<file path="config.mk">
export PLATFORM = sky130hd
export DESIGN_NAME = rle_run_to_line_commands
export DESIGN_NICKNAME = d
export VERILOG_FILES = /design/src/design/rlc_pkg.sv /design/src/design/rlc_front.sv /design/src/design/rlc_queue.sv /design/src/design/rlc_back.sv /design/src/design/rle_run_to_line_commands.sv
export VERILOG_INCLUDE_DIRS = /design/src /design/src/design
export SDC_FILE = /design/constraint.sdc
export NUM_CORES = 1
export LEC_CHECK = 0
export BUFFER_PORTS_ARGS = -buffer_cell sky130_fd_sc_hd__buf_2
export CORE_UTILIZATION = 54
export CTS_CLUSTER_DIAMETER = 40
export DETAILED_ROUTE_END_ITERATION = 7
export PLACE_DENSITY = 0.76
export SLEW_MARGIN = 25
export SYNTH_ARGS = -nofsm -noshare
export SYNTH_HDL_FRONTEND = slang
export SYNTH_SLANG_ARGS = --single-unit
</file>
<file path="constraint.sdc">
create_clock -name clk -period 4.25 [get_ports clk]
set_input_delay 0.85 -clock clk [delete_from_list [all_inputs] [get_ports clk]]
set_output_delay 0.85 -clock clk [all_outputs]
set_load 0.02 [all_outputs]
</file>
<file path="src/design/rle_run_to_line_commands_defines.svh">
// Assertion macros shared by the design files.
// Each macro places a labeled concurrent assertion on the rising edge of
// clk, disabled while rst_n is low. The macros are empty in synthesis.
`ifndef RLE_RUN_TO_LINE_COMMANDS_DEFINES_SVH
`define RLE_RUN_TO_LINE_COMMANDS_DEFINES_SVH

`ifndef SYNTHESIS

// Property must hold at every clock edge.
`define RLC_ASSERT(label, clk, rst_n, prop, msg) \
    label: assert property (@(posedge clk) disable iff (!rst_n) (prop)) \
        else $error(msg);

// Same-cycle implication.
`define RLC_ASSERT_IMPL(label, clk, rst_n, ante, cons, msg) \
    label: assert property (@(posedge clk) disable iff (!rst_n) (ante) |-> (cons)) \
        else $error(msg);

// Next-cycle implication.
`define RLC_ASSERT_NEXT(label, clk, rst_n, ante, cons, msg) \
    label: assert property (@(posedge clk) disable iff (!rst_n) (ante) |=> (cons)) \
        else $error(msg);

`else

`define RLC_ASSERT(label, clk, rst_n, prop, msg)
`define RLC_ASSERT_IMPL(label, clk, rst_n, ante, cons, msg)
`define RLC_ASSERT_NEXT(label, clk, rst_n, ante, cons, msg)

`endif

`endif

</file>
<file path="src/design/rlc_pkg.sv">
package rlc_pkg;

    // Field widths
    localparam int COUNT_BITS     = 8;
    localparam int COLOR_BITS     = 8;
    localparam int COL_BITS       = 10;
    localparam int ROW_BITS       = 20;
    localparam int RGB565_BITS    = 16;
    localparam int CFG_WIDTH_BITS = 11;
    localparam int CFG_DATA_BITS  = 20;
    localparam int CFG_INDEX_BITS = 3;

    // Register indexes
    localparam logic [CFG_INDEX_BITS-1:0] REG_IMAGE_WIDTH      = 3'd0;
    localparam logic [CFG_INDEX_BITS-1:0] REG_WINDOW_ENABLE    = 3'd1;
    localparam logic [CFG_INDEX_BITS-1:0] REG_WINDOW_FIRST_ROW = 3'd2;
    localparam logic [CFG_INDEX_BITS-1:0] REG_WINDOW_END_ROW   = 3'd3;

    // Register reset values
    localparam logic [CFG_WIDTH_BITS-1:0] IMAGE_WIDTH_RESET = 11'd240;

    // Command queue between front and back
    localparam int QUEUE_DEPTH = 2;

    typedef struct packed {
        logic [CFG_WIDTH_BITS-1:0] image_width;
        logic                      window_enable;
        logic [ROW_BITS-1:0]       window_first_row;
        logic [ROW_BITS-1:0]       window_end_row;
    } cfg_t;

    typedef enum logic [1:0] {
        BACK_IDLE,
        BACK_DIVIDE,
        BACK_EMIT
    } back_state_t;

    // RGB332 to RGB565: each channel scaled to 8 bits (c*255/max, truncated),
    // then cut to 5/6/5 bits
    function automatic logic [RGB565_BITS-1:0] rgb332_to_565(input logic [COLOR_BITS-1:0] c);
        logic [4:0] r5;
        logic [5:0] g6;
        logic [4:0] b5;
        unique case (c[7:5])
            3'd0:    r5 = 5'd0;
            3'd1:    r5 = 5'd4;
            3'd2:    r5 = 5'd9;
            3'd3:    r5 = 5'd13;
            3'd4:    r5 = 5'd18;
            3'd5:    r5 = 5'd22;
            3'd6:    r5 = 5'd27;
            default: r5 = 5'd31;
        endcase
        unique case (c[4:2])
            3'd0:    g6 = 6'd0;
            3'd1:    g6 = 6'd9;
            3'd2:    g6 = 6'd18;
            3'd3:    g6 = 6'd27;
            3'd4:    g6 = 6'd36;
            3'd5:    g6 = 6'd45;
            3'd6:    g6 = 6'd54;
            default: g6 = 6'd63;
        endcase
        unique case (c[1:0])
            2'd0:    b5 = 5'd0;
            2'd1:    b5 = 5'd10;
            2'd2:    b5 = 5'd21;
            default: b5 = 5'd31;
        endcase
        return {r5, g6, b5};
    endfunction

endpackage

</file>
<file path="src/design/rlc_front.sv">
`include "rle_run_to_line_commands_defines.svh"

module rlc_front
    import rlc_pkg::*;
#(
    parameter int INDEX_BITS = 20,
    parameter int QDATA_BITS = INDEX_BITS + COUNT_BITS + RGB565_BITS
) (
    input  logic                    clk,
    input  logic                    rst_n,
    input  logic                    in_valid,
    input  logic [COUNT_BITS-1:0]   run_count,
    input  logic [COLOR_BITS-1:0]   color_code,
    input  logic                    last_run,
    input  logic                    q_full,
    output logic                    push,
    output logic [QDATA_BITS-1:0]   push_data
);

    logic [INDEX_BITS-1:0] index_reg;
    logic [INDEX_BITS-1:0] index_next;
    logic [INDEX_BITS:0]   sum;
    logic                  accept;

    assign accept = in_valid && !q_full;
    assign sum    = {1'b0, index_reg} + {{(INDEX_BITS + 1 - COUNT_BITS){1'b0}}, run_count};

    // Running pixel index: saturating advance, cleared after the last run
    always_comb
    begin
        priority if (!accept)
            index_next = index_reg;
        else if (last_run)
            index_next = '0;
        else if (sum[INDEX_BITS])
            index_next = '1;
        else
            index_next = sum[INDEX_BITS-1:0];
    end

    always_ff @(posedge clk or negedge rst_n)
    begin
        if (!rst_n)
            index_reg <= '0;
        else
            index_reg <= index_next;
    end

    // Command: start index, length, converted color
    assign push      = accept;
    assign push_data = {index_reg, run_count, rgb332_to_565(color_code)};

    `RLC_ASSERT_NEXT(a_last_clears, clk, rst_n, accept && last_run, index_reg == '0, "index not cleared after last run")
    `RLC_ASSERT_NEXT(a_saturate, clk, rst_n, accept && !last_run && sum[INDEX_BITS], index_reg == '1, "index did not saturate")
    `RLC_ASSERT_IMPL(a_no_push_full, clk, rst_n, push, !q_full, "push into full queue")

endmodule

</file>
<file path="src/design/rlc_queue.sv">
`include "rle_run_to_line_commands_defines.svh"

module rlc_queue
    import rlc_pkg::*;
#(
    parameter int DATA_BITS = 44
) (
    input  logic                  clk,
    input  logic                  rst_n,
    input  logic                  push,
    input  logic [DATA_BITS-1:0]  push_data,
    input  logic                  pop,
    output logic                  full,
    output logic                  q_valid,
    output logic [DATA_BITS-1:0]  q_data
);

    localparam int PTR_BITS   = $clog2(QUEUE_DEPTH);
    localparam int COUNT_W    = $clog2(QUEUE_DEPTH + 1);

    logic [DATA_BITS-1:0] entry_reg [QUEUE_DEPTH];
    logic [PTR_BITS-1:0]  wr_ptr_reg;
    logic [PTR_BITS-1:0]  wr_ptr_next;
    logic [PTR_BITS-1:0]  rd_ptr_reg;
    logic [PTR_BITS-1:0]  rd_ptr_next;
    logic [COUNT_W-1:0]   count_reg;
    logic [COUNT_W-1:0]   count_next;
    logic                 do_push;
    logic                 do_pop;

    assign full    = (count_reg == COUNT_W'(QUEUE_DEPTH));
    assign q_valid = (count_reg != '0);
    assign q_data  = entry_reg[rd_ptr_reg];
    assign do_push = push && !full;
    assign do_pop  = pop && q_valid;

    // Pointer and fill tracking
    always_comb
    begin
        wr_ptr_next = wr_ptr_reg;
        rd_ptr_next = rd_ptr_reg;
        count_next  = count_reg;
        if (do_push)
            wr_ptr_next = (wr_ptr_reg == PTR_BITS'(QUEUE_DEPTH - 1)) ? '0 : wr_ptr_reg + 1'b1;
        if (do_pop)
            rd_ptr_next = (rd_ptr_reg == PTR_BITS'(QUEUE_DEPTH - 1)) ? '0 : rd_ptr_reg + 1'b1;
        if (do_push && !do_pop)
            count_next = count_reg + 1'b1;
        else if (do_pop && !do_push)
            count_next = count_reg - 1'b1;
    end

    always_ff @(posedge clk or negedge rst_n)
    begin
        if (!rst_n)
        begin
            wr_ptr_reg <= '0;
            rd_ptr_reg <= '0;
            count_reg  <= '0;
        end
        else
        begin
            wr_ptr_reg <= wr_ptr_next;
            rd_ptr_reg <= rd_ptr_next;
            count_reg  <= count_next;
        end
    end

    // Entry storage
    always_ff @(posedge clk)
    begin
        if (do_push)
            entry_reg[wr_ptr_reg] <= push_data;
    end

    `RLC_ASSERT(a_count_range, clk, rst_n, count_reg <= COUNT_W'(QUEUE_DEPTH), "queue count overflow")
    `RLC_ASSERT_IMPL(a_pop_nonempty, clk, rst_n, pop, q_valid, "pop from empty queue")
    `RLC_ASSERT_NEXT(a_count_up, clk, rst_n, do_push && !do_pop, count_reg == $past(count_reg) + 1'b1, "count did not follow push")

endmodule

</file>
<file path="src/design/rlc_back.sv">
`include "rle_run_to_line_commands_defines.svh"

module rlc_back
    import rlc_pkg::*;
#(
    parameter int INDEX_BITS = 20,
    parameter int MAX_WIDTH  = 1024,
    parameter int QDATA_BITS = INDEX_BITS + COUNT_BITS + RGB565_BITS
) (
    input  logic                     clk,
    input  logic                     rst_n,
    input  cfg_t                     cfg,
    input  logic                     q_valid,
    input  logic [QDATA_BITS-1:0]    q_data,
    output logic                     q_pop,
    output logic                     out_valid,
    input  logic                     out_stall,
    output logic [COL_BITS-1:0]      start_column,
    output logic [ROW_BITS-1:0]      start_row,
    output logic [COUNT_BITS-1:0]    line_length,
    output logic [RGB565_BITS-1:0]   color565
);

    // Two quotient bits per cycle
    localparam int DIV_STEPS = (INDEX_BITS + 1) / 2;
    localparam int PAD_BITS  = 2 * DIV_STEPS;
    localparam int STEP_BITS = $clog2(DIV_STEPS);
    localparam int EXT_BITS  = ROW_BITS + PAD_BITS;

    back_state_t               state_reg;
    back_state_t               state_next;
    logic [STEP_BITS-1:0]      step_reg;
    logic [STEP_BITS-1:0]      step_next;
    logic [PAD_BITS-1:0]       dividend_reg;
    logic [PAD_BITS-1:0]       quot_reg;
    logic [CFG_WIDTH_BITS-1:0] rem_reg;
    logic [COUNT_BITS-1:0]     count_reg;
    logic [RGB565_BITS-1:0]    color_reg;
    logic                      out_valid_reg;
    logic [COL_BITS-1:0]       column_reg;
    logic [ROW_BITS-1:0]       row_reg;
    logic [COUNT_BITS-1:0]     length_reg;
    logic [RGB565_BITS-1:0]    color565_reg;

    logic [CFG_WIDTH_BITS-1:0] width_eff;
    logic [CFG_WIDTH_BITS:0]   step_a;
    logic [CFG_WIDTH_BITS:0]   step_b;
    logic [INDEX_BITS:0]       index_ext;
    logic [EXT_BITS-1:0]       row_ext;
    logic [EXT_BITS-1:0]       first_ext;
    logic [EXT_BITS-1:0]       end_ext;
    logic                      emit;
    logic                      out_free;
    logic                      load;
    logic                      out_load;
    logic                      emit_done;

    // One restoring step: remainder stays below the divisor
    function automatic logic [CFG_WIDTH_BITS:0] div_step(
        input logic [CFG_WIDTH_BITS-1:0] r,
        input logic                      b,
        input logic [CFG_WIDTH_BITS-1:0] d
    );
        logic [CFG_WIDTH_BITS:0] t;
        logic [CFG_WIDTH_BITS:0] diff;
        t    = {r, b};
        diff = t - {1'b0, d};
        if (t >= {1'b0, d})
            return {1'b1, diff[CFG_WIDTH_BITS-1:0]};
        else
            return {1'b0, t[CFG_WIDTH_BITS-1:0]};
    endfunction

    // Effective width: zero reads as one, clamp to MAX_WIDTH
    always_comb
    begin
        priority if (cfg.image_width == '0)
            width_eff = CFG_WIDTH_BITS'(1);
        else if (32'(cfg.image_width) > MAX_WIDTH)
            width_eff = CFG_WIDTH_BITS'(MAX_WIDTH);
        else
            width_eff = cfg.image_width;
    end

    // Two divider steps this cycle
    assign step_a = div_step(rem_reg, dividend_reg[PAD_BITS-1], width_eff);
    assign step_b = div_step(step_a[CFG_WIDTH_BITS-1:0], dividend_reg[PAD_BITS-2], width_eff);

    // Row window filter on the full quotient
    assign index_ext = {1'b0, q_data[QDATA_BITS-1 -: INDEX_BITS]};
    assign row_ext   = {{ROW_BITS{1'b0}}, quot_reg};
    assign first_ext = {{PAD_BITS{1'b0}}, cfg.window_first_row};
    assign end_ext   = {{PAD_BITS{1'b0}}, cfg.window_end_row};
    assign emit      = !cfg.window_enable || ((row_ext >= first_ext) && (row_ext < end_ext));
    assign out_free  = !out_valid_reg || !out_stall;

    // Next state
    always_comb
    begin
        state_next = state_reg;
        unique case (state_reg)
            BACK_IDLE:
            begin
                if (q_valid)
                    state_next = BACK_DIVIDE;
            end
            BACK_DIVIDE:
            begin
                if (step_reg == '0)
                    state_next = BACK_EMIT;
            end
            BACK_EMIT:
            begin
                if (!emit || out_free)
                    state_next = q_valid ? BACK_DIVIDE : BACK_IDLE;
            end
            default: state_next = BACK_IDLE;
        endcase
    end

    // Control outputs
    always_comb
    begin
        load      = 1'b0;
        out_load  = 1'b0;
        emit_done = 1'b0;
        unique case (state_reg)
            BACK_IDLE:
            begin
                load = q_valid;
            end
            BACK_DIVIDE:
            begin
                load = 1'b0;
            end
            BACK_EMIT:
            begin
                emit_done = !emit || out_free;
                out_load  = emit && out_free;
                load      = emit_done && q_valid;
            end
            default:
            begin
                load = 1'b0;
            end
        endcase
    end

    assign q_pop = load;

    always_comb
    begin
        if (load)
            step_next = STEP_BITS'(DIV_STEPS - 1);
        else if (state_reg == BACK_DIVIDE && step_reg != '0)
            step_next = step_reg - 1'b1;
        else
            step_next = step_reg;
    end

    // Control state
    always_ff @(posedge clk or negedge rst_n)
    begin
        if (!rst_n)
        begin
            state_reg     <= BACK_IDLE;
            step_reg      <= '0;
            out_valid_reg <= 1'b0;
        end
        else
        begin
            state_reg <= state_next;
            step_reg  <= step_next;
            if (out_load)
                out_valid_reg <= 1'b1;
            else if (!out_stall)
                out_valid_reg <= 1'b0;
        end
    end

    // Divider datapath
    always_ff @(posedge clk)
    begin
        if (load)
        begin
            dividend_reg <= index_ext[PAD_BITS-1:0];
            quot_reg     <= '0;
            rem_reg      <= '0;
            count_reg    <= q_data[RGB565_BITS +: COUNT_BITS];
            color_reg    <= q_data[RGB565_BITS-1:0];
        end
        else if (state_reg == BACK_DIVIDE)
        begin
            dividend_reg <= {dividend_reg[PAD_BITS-3:0], 2'b00};
            quot_reg     <= {quot_reg[PAD_BITS-3:0], step_a[CFG_WIDTH_BITS],
                             step_b[CFG_WIDTH_BITS]};
            rem_reg      <= step_b[CFG_WIDTH_BITS-1:0];
        end
    end

    // Output register
    always_ff @(posedge clk)
    begin
        if (out_load)
        begin
            column_reg   <= rem_reg[COL_BITS-1:0];
            row_reg      <= row_ext[ROW_BITS-1:0];
            length_reg   <= count_reg;
            color565_reg <= color_reg;
        end
    end

    assign out_valid    = out_valid_reg;
    assign start_column = column_reg;
    assign start_row    = row_reg;
    assign line_length  = length_reg;
    assign color565     = color565_reg;

    `RLC_ASSERT_IMPL(a_load_state, clk, rst_n, load, state_reg != BACK_DIVIDE, "load during divide")
    `RLC_ASSERT_IMPL(a_rem_bound, clk, rst_n, state_reg == BACK_DIVIDE, rem_reg < width_eff, "remainder not below width")
    `RLC_ASSERT_NEXT(a_emit_shows, clk, rst_n, out_load, out_valid_reg, "emitted beat not presented")

endmodule

</file>
<file path="src/design/rle_run_to_line_commands.sv">
// Run-length decoder to horizontal-line commands. Each input beat is one run
// (pixel count, RGB332 color, last-run flag); each output beat is one line
// command (start column, start row, length, RGB565 color) for runs whose start
// row passes the optional row window. Column and row come from the running
// pixel index divided by the configured image width in a radix-4 restoring
// divider, two quotient bits per cycle. A two-beat command queue sits in front
// of the divider and the result waits in an output register, so input and
// output stall independently. The pixel index saturates at its maximum and
// returns to zero after a last-run beat. Write the configuration registers
// only while the block is idle.
module rle_run_to_line_commands
    import rlc_pkg::*;
#(
    parameter int MAX_WIDTH  = 1024,
    parameter int INDEX_BITS = 20
) (
    input  logic                      clk,
    input  logic                      rst_n,
    // Configuration
    input  logic                      cfg_write,
    input  logic [CFG_INDEX_BITS-1:0] cfg_index,
    input  logic [CFG_DATA_BITS-1:0]  cfg_data,
    // Run input
    input  logic                      in_valid,
    output logic                      in_stall,
    input  logic [COUNT_BITS-1:0]     run_count,
    input  logic [COLOR_BITS-1:0]     color_code,
    input  logic                      last_run,
    // Line command output
    output logic                      out_valid,
    input  logic                      out_stall,
    output logic [COL_BITS-1:0]       start_column,
    output logic [ROW_BITS-1:0]       start_row,
    output logic [COUNT_BITS-1:0]     line_length,
    output logic [RGB565_BITS-1:0]    color565
);

    localparam int QDATA_BITS = INDEX_BITS + COUNT_BITS + RGB565_BITS;

    cfg_t                  cfg_reg;
    logic                  push;
    logic [QDATA_BITS-1:0] push_data;
    logic                  q_full;
    logic                  q_valid;
    logic [QDATA_BITS-1:0] q_data;
    logic                  q_pop;

    // Configuration registers
    always_ff @(posedge clk or negedge rst_n)
    begin
        if (!rst_n)
        begin
            cfg_reg.image_width      <= IMAGE_WIDTH_RESET;
            cfg_reg.window_enable    <= 1'b0;
            cfg_reg.window_first_row <= '0;
            cfg_reg.window_end_row   <= '0;
        end
        else if (cfg_write)
        begin
            unique case (cfg_index)
                REG_IMAGE_WIDTH:      cfg_reg.image_width      <= cfg_data[CFG_WIDTH_BITS-1:0];
                REG_WINDOW_ENABLE:    cfg_reg.window_enable    <= cfg_data[0];
                REG_WINDOW_FIRST_ROW: cfg_reg.window_first_row <= cfg_data[ROW_BITS-1:0];
                REG_WINDOW_END_ROW:   cfg_reg.window_end_row   <= cfg_data[ROW_BITS-1:0];
                default:              cfg_reg                  <= cfg_reg;
            endcase
        end
    end

    assign in_stall = q_full;

    rlc_front #(
        .INDEX_BITS (INDEX_BITS),
        .QDATA_BITS (QDATA_BITS)
    ) u_front (
        .clk        (clk),
        .rst_n      (rst_n),
        .in_valid   (in_valid),
        .run_count  (run_count),
        .color_code (color_code),
        .last_run   (last_run),
        .q_full     (q_full),
        .push       (push),
        .push_data  (push_data)
    );

    rlc_queue #(
        .DATA_BITS (QDATA_BITS)
    ) u_queue (
        .clk       (clk),
        .rst_n     (rst_n),
        .push      (push),
        .push_data (push_data),
        .pop       (q_pop),
        .full      (q_full),
        .q_valid   (q_valid),
        .q_data    (q_data)
    );

    rlc_back #(
        .INDEX_BITS (INDEX_BITS),
        .MAX_WIDTH  (MAX_WIDTH),
        .QDATA_BITS (QDATA_BITS)
    ) u_back (
        .clk          (clk),
        .rst_n        (rst_n),
        .cfg          (cfg_reg),
        .q_valid      (q_valid),
        .q_data       (q_data),
        .q_pop        (q_pop),
        .out_valid    (out_valid),
        .out_stall    (out_stall),
        .start_column (start_column),
        .start_row    (start_row),
        .line_length  (line_length),
        .color565     (color565)
    );

endmodule
</file>
==> results_dict.tcl <==
set metrics [dict create \
    outcome "complete, but fails checks" \
    violations "setup timing" \
    drtIter0Drc 575 \
    seqPwrFrac_pct 30.9 \
    power_density_nw_per_um2 906 \
    cts_tree "done" \
    numCtsBuffers 34 \
    hp-class "input port to async pin" \
    cts-root-buf "clkbuf_16" \
    drive_gt1_share_pct 29.1 \
    first_pass_iters 4 \
    maxCapViolCount 0 \
    holdBufCountCts 0 \
    rsz0062_at_grt "true" \
    synthToLayoutAreaGrowth_pct 22.2 \
    arrival_ns 4.94 \
    clkTransAtPathRegs_ns 0.05 \
    placed_cells 1425 \
    largest_reg_flops 72 \
    layout_min_cycle_time_ns 4.52 \
    detail-route-antenna-nets 0 \
    finalNonFillerCells 1511 \
    setup_viol 12 \
    final-hold-violation-count 0 \
    place.gp.congestion 0.849 \
    wire_per_inst_um 18.1 \
    yosys.area.top_type "edfxtp_1" \
    clockBufferDepth 3 \
    vias 8471 \
    maxSlewViolCount 0 \
    startpoint_type "register" \
    syn-mean-instance-area_um2 12.1 \
    cp-end-kind "register" \
    ys_seq_area_share_pct 59.4 \
    synthesis.nets 1139 \
    yosys_register_bits 268 \
    coreArea_um2 22100 \
    grt_pass1_wl_mm 44.3 \
    portBuffers 100 \
    boundaryPins 101 \
    die-area_um2 23500 \
    async_reset_ff_share_pct 31.0 \
    nets 1323 \
    p_leak_nw 6.44 \
    cp_data_required_time_ns 4.68 \
    synth_top_area_share_pct 37.5 \
    p_int_w 0.00872 \
    fin_crit_sh_pct 106 \
    route.detailed.drc 0 \
    clkLatencyLatePin_ns 0.51 \
    synth_edf_count 154 \
    routed_wl_mm 27.3 \
    grt_overflow 0 \
    clock_skew_ns 0.0243 \
    finalWorstSetupSlack_ns -0.267 \
    cts_max_level 2 \
    synth_commonest_cells "edfxtp_1 (154), nand2_1 (114), a21oi_1 (80)" \
    grt_max_degree 51 \
    synthCells 1020 \
    max_freq_mhz 221 \
    antenna_found_initial 1 \
    netlist-cell-type-count 70 \
    crit_fanout 6 \
    dpl.hpwl_mm 17.5 \
    switching_share_pct 36.2 \
    ys_top_cells_by_area "edfxtp_1 (37%), dfrtp_1 (16%), ha_1 (7.2%)" \
    p_switching_w 0.00494 \
    worst_ir_drop_vdd_uv 629 \
    p_clk_share_pct 21.3 \
    yosysWarnings 0 \
    pwr-share-comb_pct 47.8 \
    max_slew_margin_pct 32.0 \
    yosys_most_used_dff "edfxtp_1" \
    track_usage_pct 24.0 \
    worstSetupPathType "register to register" \
    fillers 1511 \
    rows 54 \
    viasPerCell 5.61 \
    start_util_pct 55.8 \
    grt_pass1_vias 8603 \
    regToRegSetupSlack_ns -0.27 \
    yosysMostFrequentCell "edfxtp_1" \
    fin_setup_tns_ns -2.00 \
    cts.sinks 268 \
    tightest_slew_ns 1.02 \
    die_h_um 153 \
    syn-cell-area_um2 12300 \
    die_w_um 153 \
]
[logic make-up (layout without fill, tap and decap cells)]
family	Yosys count	after routing	share of synthesized area (%)
flops	268	268	59.4
simple gates	243	244	8.98
compound gates	215	215	11.1
buf+inv	115	324	4.03
mux	79	79	6.93
fa+ha+maj	74	74	7.69
xor+xnor	26	26	1.85
other cells	0	1	0
[power by group through the flow]
stage / logic (W) / registers, W / clock network, W
finish: 0.00653 / 0.00423 / 0.00291
global route: 0.00718 / 0.00430 / 0.00306
CTS: 0.00610 / 0.00422 / 0.00295
detailed placement: 0.00572 / 0.00425 / 0
global placement: 0.00555 / 0.00421 / 0
floorplan: 0.00411 / 0.00402 / 0
[layer usage]
metal	GRT usage, %	vias up	share of wire (%)
met5	0	-	0
met4	7.98	0	2.2
met3	3.40	54	4.9
met2	41.7	245	50
met1	30.9	4111	42
li1	-	4061	-
[worst max-delay path, stage by stage, from the launching register on]
cell	delay, ns
dfrtp_1	0.42
nor4_2	0.30
a31oi_1	0.11
nor2_1	0.17
ha_2	0.22
inv_2	0.04
fa_2	0.35
nand3_2	0.09
a21oi_2	0.07
a2bb2oi_2	0.16
o41ai_4	0.19
buf_4	0.20
mux2_4	0.32
ha_4	0.22
nor2b_4	0.12
o31a_1	0.28
o2111ai_2	0.23
a21oi_2	0.12
o21ai_4	0.22
nand2b_4	0.15
mux2_4	0.32
o22ai_2	0.13
[cell usage in the layout (no fill, tap or decap), types with 6 or more instances in the layout]
cell       instances
o31ai_1            7
nand2b_1           8
xnor2_1           16
nor2_1            60
a31oi_1           13
clkbuf_16         36
nor3_1             8
a21oi_1           73
dfrtp_1           78
o21ai_1            6
a211oi_1          11
mux2i_1           28
clkbuf_1          11
mux2_2            48
a21o_1            13
a21oi_2            7
o21ai_0           37
edfxtp_1         154
nor2b_1            8
inv_1             57
and3_1             6
buf_4            100
xor2_1            10
dfxtp_1           31
buf_2             99
nand2_1          113
ha_1              67
[final cells by class]
class	instances	area, um2	share of cell area (%)
sequential	268	7330	48.6
multi-input combinational	638	4720	31.3
timing repair buffer	202	1290	8.57
clock buffer	48	956	6.34
tap	280	350	2.32
inverter	60	225	1.49
clock inverter	14	204	1.35
antenna	1	2.50	0.0166
[through the flow]
stage | total power, W | setup WS, ns | cell area (um2) | hold WS (ns) | util (%)
after floorplan | 0.00813 | -0.0702 | 12400 | 0.400 | -
after detailed placement | 0.00997 | -0.444 | 13600 | 0.405 | 61.6
after global routing | 0.0145 | -0.421 | 15100 | 0.425 | 68.2
final | 0.0137 | -0.267 | 15100 | 0.393 | 68.2
after global placement | 0.00976 | -0.311 | 13600 | 0.402 | 61.6
after CTS | 0.0133 | -0.117 | 14900 | 0.404 | 67.6
[path summary, 6_finish.rpt]
kind	from	endpoint	depth (start not counted)
max	cfg_reg[43]	u_back.rem_reg[0]	21
min	rst_n	cfg_reg[33]	1
max reg2reg	cfg_reg[43]	u_back.rem_reg[0]	21
min reg2reg	u_back.count_reg[2]	u_back.line_length[2]	0
max in group asynchronous	rst_n	cfg_reg[48]	2
min in group clk	u_back.count_reg[2]	u_back.line_length[2]	0
[repair_timing]
item                                    in CTS  in global routing
setup buffers                               14                 10
cloned                                       1                  0
pin swaps                                    8                 18
resized for setup                           11                 19
endpoints found under the setup margin      12                 12
(Power assumes the default switching activity.)
